**src/rrc_pkg.sv**
```systemverilog
// Package for the rectangle raster canvas: sizes, codes, command and status types.
// Used by every other file of the block; depends on nothing.
`default_nettype none

package rrc_pkg;

  // Canvas geometry
  localparam int MAX_SIDE  = 256;
  localparam int IDX_W     = $clog2(MAX_SIDE);
  localparam int SIDE_W    = $clog2(MAX_SIDE + 1);
  localparam int ADDR_W    = 2 * IDX_W;

  // Fixed point coordinates
  localparam int FRAC_BITS = 8;
  localparam int FIELD_W   = 20;
  localparam int PIX_W     = IDX_W + FRAC_BITS;
  localparam int COORD_W   = ((FIELD_W > PIX_W) ? FIELD_W : PIX_W) + 2;

  typedef logic signed [COORD_W-1:0] coord_t;

  localparam coord_t COORD_MAX = coord_t'((1 << (FIELD_W - 1)) - 1);
  localparam coord_t ONE       = coord_t'(1 << FRAC_BITS);

  // Payload widths
  localparam int CHAR_W     = 8;
  localparam int MODE_W     = 2;
  localparam int CFG_IDX_W  = 2;
  localparam int CFG_SIZE_W = 9;
  localparam int CFG_DATA_W = CFG_SIZE_W;

  // Request modes
  localparam logic [MODE_W-1:0] MODE_DRAW  = MODE_W'(0);
  localparam logic [MODE_W-1:0] MODE_READ  = MODE_W'(1);
  localparam logic [MODE_W-1:0] MODE_CLEAR = MODE_W'(2);

  // Rectangle kinds ('R' and 'r')
  localparam logic [CHAR_W-1:0] KIND_FILLED  = 8'h52;
  localparam logic [CHAR_W-1:0] KIND_OUTLINE = 8'h72;

  // Configuration register indexes
  localparam logic [CFG_IDX_W-1:0] CFG_CANVAS_WIDTH    = CFG_IDX_W'(0);
  localparam logic [CFG_IDX_W-1:0] CFG_CANVAS_HEIGHT   = CFG_IDX_W'(1);
  localparam logic [CFG_IDX_W-1:0] CFG_BACKGROUND_CHAR = CFG_IDX_W'(2);

  // Reset values of the configuration registers
  localparam logic [CFG_SIZE_W-1:0] RST_CANVAS_SIDE = CFG_SIZE_W'(256);
  localparam logic [CHAR_W-1:0]     RST_BACKGROUND  = CHAR_W'(32);

  // Command queue between front and back
  localparam int Q_PTR_W = 1;
  localparam int Q_DEPTH = 1 << Q_PTR_W;

  typedef enum logic [2:0] {
    OP_FILL,
    OP_OUTLINE,
    OP_READ,
    OP_CLEAR,
    OP_REJECT
  } op_t;

  typedef struct packed {
    op_t                 op;
    coord_t              left;
    coord_t              top;
    coord_t              right;
    coord_t              bottom;
    logic [CHAR_W-1:0]   paint;
    logic [ADDR_W-1:0]   addr;
  } cmd_t;

  // Effective (clamped) canvas configuration
  typedef struct packed {
    logic [SIDE_W-1:0] width;
    logic [SIDE_W-1:0] height;
    logic [CHAR_W-1:0] bg;
  } canvas_cfg_t;

  // Back-end status seen by the top level
  typedef struct packed {
    logic idle;
    logic walking;
    logic pop;
  } back_stat_t;

  // Size register value 0 acts as 1, values above MAX_SIDE act as MAX_SIDE
  function automatic logic [SIDE_W-1:0] clamp_side(input logic [CFG_SIZE_W-1:0] v);
    logic [31:0] w;
    w = 32'(v);
    if (w == 32'd0) begin
      return SIDE_W'(1);
    end else if (w > 32'(MAX_SIDE)) begin
      return SIDE_W'(MAX_SIDE);
    end else begin
      return SIDE_W'(w);
    end
  endfunction

endpackage

`default_nettype wire

```
**src/rrc_cmd_queue.sv**
```systemverilog
// Short command queue that decouples the front end from the back end.
// Depends on rrc_pkg for cmd_t and the queue depth.
`default_nettype none

module rrc_cmd_queue import rrc_pkg::*; (
  input  logic clk,
  input  logic rst,
  input  logic push,
  input  cmd_t cmd_in,
  input  logic pop,
  output cmd_t head,
  output logic full,
  output logic empty
);

  cmd_t                entries [Q_DEPTH];
  logic [Q_PTR_W-1:0]  wr_ptr;
  logic [Q_PTR_W-1:0]  rd_ptr;
  logic [Q_PTR_W:0]    count;

  assign full  = (count == (Q_PTR_W + 1)'(Q_DEPTH));
  assign empty = (count == '0);
  assign head  = entries[rd_ptr];

  // Pointers and fill count
  always_ff @(posedge clk) begin
    if (rst) begin
      wr_ptr <= '0;
      rd_ptr <= '0;
      count  <= '0;
    end else begin
      if (push) begin
        wr_ptr <= wr_ptr + 1'b1;
      end
      if (pop) begin
        rd_ptr <= rd_ptr + 1'b1;
      end
      if (push && !pop) begin
        count <= count + 1'b1;
      end else if (pop && !push) begin
        count <= count - 1'b1;
      end
    end
  end

  // Entry storage
  always_ff @(posedge clk) begin
    if (push) begin
      entries[wr_ptr] <= cmd_in;
    end
  end

endmodule

`default_nettype wire

```
**config.mk**
```make
export PLATFORM = sky130hd
export DESIGN_NAME = rrc_cmd_queue
export DESIGN_NICKNAME = d
export VERILOG_FILES = /design/src/rrc_pkg.sv /design/src/rrc_cmd_queue.sv
export SDC_FILE = /design/constraint.sdc
export NUM_CORES = 1
export LEC_CHECK = 0
export BUFFER_PORTS_ARGS = -buffer_cell sky130_fd_sc_hd__buf_2
export CAP_MARGIN = 25
export CELL_PAD_IN_SITES_DETAIL_PLACEMENT = 1
export CELL_PAD_IN_SITES_GLOBAL_PLACEMENT = 2
export CORE_AREA = 2 2 155 157
export DETAILED_ROUTE_END_ITERATION = 12
export DIE_AREA = 0 0 157 159
export GPL_TIMING_DRIVEN = 0
export PLACE_DENSITY_LB_ADDON = 0.1
export SLEW_MARGIN = 20
export SYNTH_ARGS = -nofsm -noshare
export SYNTH_HDL_FRONTEND = slang
export SYNTH_SLANG_ARGS = --single-unit
```
**constraint.sdc**
```tcl
create_clock -name clk -period 9.2 [get_ports clk]
set_clock_uncertainty 0.1 [all_clocks]
set_input_delay 2.76 -clock clk [delete_from_list [all_inputs] [get_ports clk]]
set_output_delay 2.76 -clock clk [all_outputs]
set_load 0.005 [all_outputs]
```
==> results of run 1 <==
-- final cells by class --
class	instances	area [µm²]
fillers	2198	11900
flip-flops and latches	235	7010
multi-input cells	131	1590
repair buffers	242	1340
clock buffers	34	702
well taps	319	399
clock inverters	14	169
plain buffers	13	109
diodes	2	5.00
inverters	1	3.75
-- cell families after synthesis --
logic type	share of synthesized area [%]
AND/OR/NAND/NOR	0.503
multiplexers	17.0
AO/OA/AOI/OAI	0.115
flip-flops	80.5
adder cells (fa/ha/maj)	0.144
buffers and inverters	1.29
XOR/XNOR	0.403
-- worst max-delay path by stage --
stage,endpoint,startpoint,depth (start not counted)
detailed placement,entries[0][85]$_DFFE_PP_,push,5
global placement,entries[0][89]$_DFFE_PP_,push,2
CTS,head[62],flop,5
finish,head[54],flop,5
floorplan,entries[0][0]$_DFFE_PP_,push,1
global route,head[54],flop,5
-- registers in the layout (all words and copies together) (netlist names), named ones only --
signal   flops
wr_ptr       1
rd_ptr       1
entries    230
count        2
-- cells in the mapped netlist --
master / count
edfxtp_1: 230
mux2_2: 65
mux2_4: 50
buf_6: 7
buf_2: 6
dfxtp_1: 5
nor2_1: 5
nor2b_1: 2
xnor2_1: 2
xor2_1: 2
a21oi_1: 1
and2_1: 1
ha_1: 1
inv_1: 1
o21ai_0: 1
or3_1: 1
-- critical path: cells and delay by family, from the launching register on --
| kind | cells | cell delay, ps |
|---|---|---|
| DFF | 1 | 320 |
| muxes | 1 | 310 |
| buffers and inverters | 4 | 660 |
-- power by group through the flow --
stage          Sequential [mW]  Clock, mW  Combinational, mW
2_1_floorplan             1.29          0              0.142
3_3_place_gp              1.30          0              0.256
3_5_place_dp              1.29          0              0.277
4_1_cts                   1.27       1.08              0.278
5_1_grt                   1.27       1.11              0.295
6_report                  1.27       1.04              0.270
-- routing by layer --
layer,vias to the layer above,global-route usage [%],part of all wire [%]
li1,2059,-,-
met1,2165,16.1,39
met2,170,24.0,49
met3,43,5.69,9.2
met4,4,4.46,2.9
met5,-,0,0.13
==> results.sh, run 1 <==
export IMPL_r2r_start="wr_ptr$_SDFFE_PP0P_"
export IMPL_postCtsResizedCells=0
export IMPL_setup_slack_ps=4520
export IMPL_power_mw=2.58
export IMPL_cp_required_ps=6340
export IMPL_row_count=56
export IMPL_num_vias=4441
export IMPL_htreeDepth=1
export IMPL_synthCells=380
export IMPL_hold_violations=0
export IMPL_placed_cell_area_um2=10500
export IMPL_ios=236
export IMPL_r2r_end="entries[0][88]$_DFFE_PP_"
export IMPL_final_util_pct=48.8
export IMPL_cp_max_fo=10
export IMPL_finalNonFillerCells=991
export IMPL_insertion_delay_ps=510
export IMPL_yosys_area_top_type="edfxtp_1"
export IMPL_grt_pass1_vias=4933
export IMPL_pwr_share_comb_pct=10.5
export IMPL_dp_worst_setup_slack_ps=4700
export IMPL_path_common_cell="buf_6"
export IMPL_initial_utilization_pct=37.5
export IMPL_internal_power_mw=2.04
export IMPL_cp_slowest_stage_delay_ps=320
export IMPL_synthesis_nets=500
export IMPL_drtIter0Drc=143
export IMPL_grt_usage_pct=14.1
export IMPL_die_h_um=159
export IMPL_port_buffer_count=235
export IMPL_pwr_density_cell_nw_per_um2=228
export IMPL_wire_per_inst_um=18.2
export IMPL_final_cell_mix="241 x buf_2, 230 x edfxtp_1, 65 x mux2_2"
export IMPL_numCtsBuffers=26
export IMPL_leakagePower_nw=4.36
export IMPL_gp_congestion=0.700
export IMPL_cts_root_buf="clkbuf_16"
export IMPL_grt_start_max_net_pins=50
export IMPL_slew_violations=0
export IMPL_gr_total_overflow=0
export IMPL_r2r_cells=4
export IMPL_drive_gt1_share_pct=60.7
export IMPL_min_period_over_period_pct=50.9
export IMPL_drv_cap=0
export IMPL_vias_per_cell=4.48
export IMPL_syn_avg_cell_area_um2=22.9
export IMPL_worstHoldEndpoint="count[1]$_SDFFE_PP0P_"
export IMPL_hpwl_mm=12.7
export IMPL_cts_buffer_depth=3
export IMPL_fin_area_um2=11300
export IMPL_die_x_um=157
export IMPL_synth_top_area_share_pct=79.4
export IMPL_coreArea_um2=23200
export IMPL_first_pass_iters=4
export IMPL_worst_pin_slew_ps=580
export IMPL_tns_ps=0
export IMPL_p_clk_share_pct=40.5
export IMPL_ys_seq_area_share_pct=80.5
export IMPL_crit_chain="buf_6, buf_6, buf_6, mux2_4, buf_2"
export IMPL_fp_dieArea_um2=25000
export IMPL_grt_pass1_wl_mm=27.0
export IMPL_clk_pin_slew_worst_paths_ps=60
export IMPL_wirelength_mm=18.1
export IMPL_mostFrequentLayoutCell="buf_2"
export IMPL_power_switching_share_pct=20.8
export IMPL_cp_slowest_cell="dfxtp_1"
export IMPL_cp_arrival_ps=1820
export IMPL_power_switching_uw=537
export IMPL_r2r_slack_ps=7300
export IMPL_hold_start="count[1]$_SDFFE_PP0P_"
export IMPL_cts_sinks=235
export IMPL_worstSetupPathType="flop to output pin"
export IMPL_cts_setup_buffers=0
export IMPL_yosysUniqueCellTypes=16
export IMPL_whs_ps=428
export IMPL_status="completed"
export IMPL_end_kind="output pin"
export IMPL_dp_cells=941
export IMPL_drcViolationCount=0
export IMPL_setup_viol=0
export IMPL_synth_area_um2=8700
export IMPL_synthTopCellsByArea="edfxtp_1 79%, mux2_4 8.6%, mux2_2 8.4%"
export IMPL_antenna_found_initial=4
export IMPL_hp_class="flop to flop"
export IMPL_areaGrowthSynthToFinish_pct=30.1
export IMPL_fmax_ghz=0.214
export IMPL_nNetsFinal=770
export IMPL_hold_depth=2
export IMPL_relSlewSlack_pct=61.3
export IMPL_start_kind="flop"
export IMPL_cts_tree="built"
export IMPL_p_seq_share_pct=49.1
export IMPL_route_antenna_remaining_nets=0
export IMPL_hold_buffers=0
export IMPL_ir_drop_mv=0.140
export IMPL_rsz0062_at_grt="no"
export IMPL_min_period_ps=4680
export IMPL_synth_seq_cells=235
export IMPL_yosysWarnings=0
Power figures use the tool's default switching activity.
==> run 2: changes to the inputs <==
--- a/config.mk
+++ b/config.mk
@@ -9,9 +9,9 @@
 export CAP_MARGIN = 25
 export CELL_PAD_IN_SITES_DETAIL_PLACEMENT = 1
 export CELL_PAD_IN_SITES_GLOBAL_PLACEMENT = 2
-export CORE_AREA = 2 2 155 157
+export CORE_AREA = 2 2 161 163
 export DETAILED_ROUTE_END_ITERATION = 12
-export DIE_AREA = 0 0 157 159
+export DIE_AREA = 0 0 163 165
 export GPL_TIMING_DRIVEN = 0
 export PLACE_DENSITY_LB_ADDON = 0.1
 export SLEW_MARGIN = 20
==> constraint.sdc (replaced) <==
create_clock -name clk -period 3.85 [get_ports clk]
set_clock_uncertainty 0.1 [all_clocks]
set_input_delay 1.155 -clock clk [delete_from_list [all_inputs] [get_ports clk]]
set_output_delay 1.155 -clock clk [all_outputs]
set_load 0.005 [all_outputs]
==> run 2 against run 1 <==
Against the previous run:
- global-route usage decreased by 1.1 points
- largest cell class unchanged
- utilization decreased by 3.8 points
- critical path depth unchanged
- setup slack got worse by 3700 ps
- highest routed layer unchanged
==> results.sh, run 2 (synthesis results as in run 1) <==
export IMPL_cp_required_ps=2590
export IMPL_largest_reg_flops=230
export IMPL_coreArea_um2=25000
export IMPL_port_buffer_count=235
export IMPL_cp_buffers_inverters=4
export IMPL_route_antenna_remaining_nets=0
export IMPL_htreeDepth=1
export IMPL_min_period_ps=3070
export IMPL_cp_max_fo=10
export IMPL_initial_utilization_pct=34.8
export IMPL_hpwl_mm=12.2
export IMPL_multi_input_area_um2=1590
export IMPL_start_kind="flop"
export IMPL_vias_per_cell=4.44
export IMPL_hold_buffers=0
export IMPL_drv_cap=0
export IMPL_dp_worst_setup_slack_ps=1000
export IMPL_min_period_over_period_pct=79.9
export IMPL_cp_slowest_stage_delay_ps=330
export IMPL_clk_pin_slew_worst_paths_ps=60
export IMPL_status="completed"
export IMPL_cts_setup_buffers=0
export IMPL_num_vias=4449
export IMPL_ios=236
export IMPL_drtIter0Drc=214
export IMPL_ir_drop_mv=0.351
export IMPL_power_mw=5.95
export IMPL_cts_sinks=235
export IMPL_fmax_ghz=0.325
export IMPL_wire_per_inst_um=17.7
export IMPL_nNetsFinal=771
export IMPL_regArea_um2=7010
export IMPL_path_common_cell="buf_6"
export IMPL_crit_chain="buf_6, buf_6, buf_6, mux2_4, buf_2"
export IMPL_die_h_um=165
export IMPL_path_delay_family="buffers and inverters"
export IMPL_insertion_delay_ps=520
export IMPL_wirelength_mm=17.7
export IMPL_hp_class="flop to flop"
export IMPL_worst_pin_slew_ps=690
export IMPL_gr_total_overflow=0
export IMPL_grt_pass1_vias=4909
export IMPL_final_cell_mix="241 x buf_2, 230 x edfxtp_1, 65 x mux2_2"
export IMPL_drive_gt1_share_pct=60.4
export IMPL_cp_arrival_ps=1820
export IMPL_gp_congestion=0.692
export IMPL_setup_viol=0
export IMPL_grt_usage_pct=12.9
export IMPL_mostFrequentLayoutCell="buf_2"
export IMPL_top_regs="entries: 230 flops, count: 2 flops"
export IMPL_relSlewSlack_pct=53.9
export IMPL_drcViolationCount=0
export IMPL_antenna_found_initial=5
export IMPL_postCtsResizedCells=0
export IMPL_placed_cell_area_um2=10500
export IMPL_fp_dieArea_um2=26900
export IMPL_worstSetupPathType="flop to output pin"
export IMPL_die_x_um=163
export IMPL_setup_slack_ps=776
export IMPL_pwr_density_cell_nw_per_um2=527
export IMPL_rsz0062_at_grt="no"
export IMPL_cts_root_buf="clkbuf_16"
export IMPL_cp_slowest_cell="dfxtp_1"
export IMPL_slew_violations=0
export IMPL_areaGrowthSynthToFinish_pct=29.6
export IMPL_leakagePower_nw=4.34
export IMPL_first_pass_iters=4
export IMPL_numCtsBuffers=27
export IMPL_cts_buffer_depth=3
export IMPL_top_register="entries"
export IMPL_grt_start_max_net_pins=49
export IMPL_grt_pass1_wl_mm=26.6
export IMPL_end_kind="output pin"
export IMPL_cts_tree="built"
export IMPL_fillers=2445
export IMPL_fin_area_um2=11300
export IMPL_hold_violations=0
export IMPL_row_count=58
## run 2: power by group
group | switching, mW | leakage (nW) | internal, mW
combinational | 0.299 | 1.75 | 0.351
sequential | 0.0367 | 2.20 | 2.99
clock | 0.930 | 0.383 | 1.35
## run 2: through the flow
step           hold slack, ps  TNS, ps  utilization, %  cells
4_1_cts                   406        0            45.0    999
6_report                  405        0            45.1   1002
5_1_grt                   455        0            45.0    999
3_3_place_gp              380  -115830            41.1    945
3_5_place_dp              396        0            41.9    952
2_1_floorplan             361        0               -    380
## run 2: layer usage
metal	track usage (%)	vias to the layer above	wire length, µm
met3	5.63	28	1830
met4	3.18	6	248
li1	-	2066	-
met5	0	-	37
met2	22.1	178	8770
met1	14.9	2171	6860
## run 2: worst paths after layout
| kind | start | endpoint | slack (ps) | depth (start not counted) |
|---|---|---|---|---|
| setup / recovery | flop | head[69] | 780 | 5 |
| hold / removal | count[1]$_SDFFE_PP0P_ | count[1]$_SDFFE_PP0P_ | 400 | 2 |
| setup reg to reg | wr_ptr$_SDFFE_PP0P_ | entries[0][74]$_DFFE_PP_ | 2030 | 3 |
| hold reg to reg | count[1]$_SDFFE_PP0P_ | count[1]$_SDFFE_PP0P_ | 400 | 2 |
## run 2: area by class of cell
cell class	count	area share, %
tap	330	3.66
multi-input combinational	131	14.1
clock inverter	11	0.677
buffer	13	0.965
timing repair buffer	242	12.1
inverter	1	0.0333
sequential	235	62.1
antenna	3	0.0665
clock buffer	36	6.29
## run 2: tightest hold or removal path, delay by kind of cell (launching register included)
family / cells / cell delay (ps)
AOI/OAI and AO/OA: 2 / 130
DFF: 1 / 330
==> run 3: changes to the inputs <==
==> constraint.sdc (replaced) <==
create_clock -name clk -period 2.5 [get_ports clk]
set_clock_uncertainty 0.1 [all_clocks]
set_input_delay 0.75 -clock clk [delete_from_list [all_inputs] [get_ports clk]]
set_output_delay 0.75 -clock clk [all_outputs]
set_load 0.005 [all_outputs]
==> run 3 against run 2 <==
Against the previous run:
- the run now ends with setup timing left
- first-iteration DRC count decreased by 1.9%
- register-to-register slack got worse by 1400 ps
- non-clock buffer count increased by 7
- final cell count increased by 0.70%
- critical path type unchanged
- highest routed layer unchanged
- critical path depth unchanged
- sequential share of layout area decreased by 5.2 points
- sequential power increased by 54%
- die area unchanged
- power increased by 61%
- largest cell class unchanged
- largest power group unchanged
- flip-flop and latch count unchanged
- count of clock-buffer cells in the layout unchanged
- setup slack got worse by 810 ps
==> results.sh, run 3 (synthesis results as in run 1) <==
export IMPL_status="finished with violations"
export IMPL_violations="setup timing"
export IMPL_p_clk_share_pct=36.7
export IMPL_end_kind="output pin"
export IMPL_areaGrowthSynthToFinish_pct=41.5
export IMPL_initial_utilization_pct=34.8
export IMPL_fmax_ghz=0.395
export IMPL_finalNonFillerCells=1009
export IMPL_internal_power_mw=7.53
export IMPL_final_util_pct=49.2
export IMPL_r2r_end="entries[0][74]$_DFFE_PP_"
export IMPL_numCtsBuffers=27
export IMPL_p_seq_share_pct=48.7
export IMPL_grt_pass1_vias=4967
export IMPL_worst_pin_slew_ps=698
export IMPL_use_met2_pct=22.4
export IMPL_cts_sinks=235
export IMPL_hpwl_mm=12.2
export IMPL_grt_usage_pct=13.1
export IMPL_fillers=2353
export IMPL_start_kind="flop"
export IMPL_route_antenna_remaining_nets=0
export IMPL_cp_max_fo=6
export IMPL_worstSetupPathType="flop to output pin"
export IMPL_leakagePower_nw=4.80
export IMPL_cts_buffer_depth=3
export IMPL_insertion_delay_ps=520
export IMPL_die_h_um=165
export IMPL_htreeDepth=1
export IMPL_cts_tree="built"
export IMPL_hold_violations=0
export IMPL_fp_dieArea_um2=26900
export IMPL_relSlewSlack_pct=53.4
export IMPL_min_period_over_period_pct=101
export IMPL_power_switching_mw=2.03
export IMPL_port_buffer_count=235
export IMPL_coreArea_um2=25000
export IMPL_cts_root_buf="clkbuf_16"
export IMPL_first_pass_iters=4
export IMPL_top_regs="entries: 230 flops, count: 2 flops"
export IMPL_gp_congestion=0.692
export IMPL_antenna_found_initial=5
export IMPL_r2r_start="wr_ptr$_SDFFE_PP0P_"
export IMPL_mostFrequentLayoutCell="edfxtp_1"
export IMPL_vias_per_cell=4.46
export IMPL_ios=236
export IMPL_clk_pin_slew_worst_paths_ps=60
export IMPL_r2r_cells=3
export IMPL_min_period_ps=2530
export IMPL_grt_busiest_layer="met2"
export IMPL_pwr_density_cell_nw_per_um2=777
export IMPL_r2r_slack_ps=670
export IMPL_rsz0062_at_grt="yes"
export IMPL_setup_slack_ps=-32.9
export IMPL_power_switching_share_pct=21.3
export IMPL_final_cell_mix="230 x edfxtp_1, 140 x buf_2, 96 x buf_6"
export IMPL_dp_worst_setup_slack_ps=57.8
export IMPL_row_count=58
export IMPL_met1_usage_pct=15.4
export IMPL_drive_gt1_share_pct=60.9
export IMPL_wire_per_inst_um=18.2
export IMPL_dp_cells=952
export IMPL_grt_start_max_net_pins=49
export IMPL_drcViolationCount=0
export IMPL_hold_buffers=0
export IMPL_wirelength_mm=18.4
export IMPL_ir_drop_mv=0.542
export IMPL_drv_cap=0
export IMPL_drtIter0Drc=210
export IMPL_crit_path_end="head[95]"
export IMPL_hp_class="input port to flop"
export IMPL_nNetsFinal=778
export IMPL_use_met3_pct=5.55
export IMPL_cp_arrival_ps=1680
export IMPL_die_x_um=163
export IMPL_grt_pass1_wl_mm=27.1
export IMPL_setup_viol=19
export IMPL_top_register="entries"
export IMPL_cp_required_ps=1650
export IMPL_largest_reg_flops=230
export IMPL_num_vias=4496
export IMPL_gr_total_overflow=0
export IMPL_slew_violations=0
export IMPL_pwr_share_comb_pct=14.5
-- run 3: cell count changes in the layout (fill, tap and decap cells not counted), moves of 2 or more --
cell | before | now
buf_2 | 241 | 140
buf_6 | 7 | 96
mux2_2 | 65 | 24
mux2_4 | 50 | 91
buf_12 | 1 | 13
clkbuf_16 | 27 | 31
buf_8 | 0 | 2
-- run 3: metrics by stage --
step                      power [mW]  instance area (µm²)  hold WS, ps  TNS [ps]
final                           9.56                12300          318      -109
after floorplan                 5.26                 8710          361    -84570
after global routing            9.96                12300          287     -6830
after detailed placement        5.77                10500          396         0
after global placement          5.70                10300          380   -333180
after CTS                       9.56                11900          288     -9760
-- run 3: worst min-delay path by stage --
| stage | cells after the start | start | slack [ps] | endpoint |
|---|---|---|---|---|
| finish | 1 | cmd_in[37] | 320 | entries[0][37]$_DFFE_PP_ |
| global route | 1 | cmd_in[101] | 290 | entries[1][101]$_DFFE_PP_ |
| global placement | 2 | count[1]$_SDFFE_PP0P_ | 380 | count[1]$_SDFFE_PP0P_ |
| floorplan | 2 | count[1]$_SDFFE_PP0P_ | 360 | count[1]$_SDFFE_PP0P_ |
| detailed placement | 2 | count[1]$_SDFFE_PP0P_ | 400 | count[1]$_SDFFE_PP0P_ |
| CTS | 1 | cmd_in[35] | 290 | entries[1][35]$_DFFE_PP_ |
-- run 3: timing repair --
item	CTS	global route
resized for setup	108	71
setup buffers	4	0
setup endpoints to repair	115	115
gates cloned	0	4
-- run 3: routing by layer --
metal | part of all wire (%) | routed length, µm
met1 | 39 | 7090
met2 | 50 | 9140
met3 | 10 | 1840
met4 | 1.5 | 281
met5 | 0.24 | 44
-- run 3: power groups by stage --
stage | Combinational (mW) | Clock (mW) | Sequential (mW)
floorplan | 0.525 | 0 | 4.73
global placement | 0.951 | 0 | 4.75
detailed placement | 1.03 | 0 | 4.74
CTS | 1.26 | 3.64 | 4.66
global route | 1.49 | 3.78 | 4.68
finish | 1.39 | 3.51 | 4.66
-- run 3: cell type report --
cell class / instances / area (µm²) / share of cell area [%]
Antenna cell: 3 / 7.51 / 0.0610
Buffer: 12 / 235 / 1.91
Clock buffer: 36 / 709 / 5.76
Clock inverter: 11 / 76.3 / 0.620
Inverter: 1 / 3.75 / 0.0305
Multi-Input combinational cell: 131 / 1750 / 14.2
Sequential cell: 235 / 7010 / 56.9
Tap cell: 330 / 413 / 3.35
Timing Repair Buffer: 250 / 2110 / 17.1
-- run 3: worst max-delay path, cell delays in order (launching register included) --
cell and delay, ps:
dfxtp_4 360, buf_12 150, buf_8 130, buf_6 110
mux2_4 290, buf_6 120
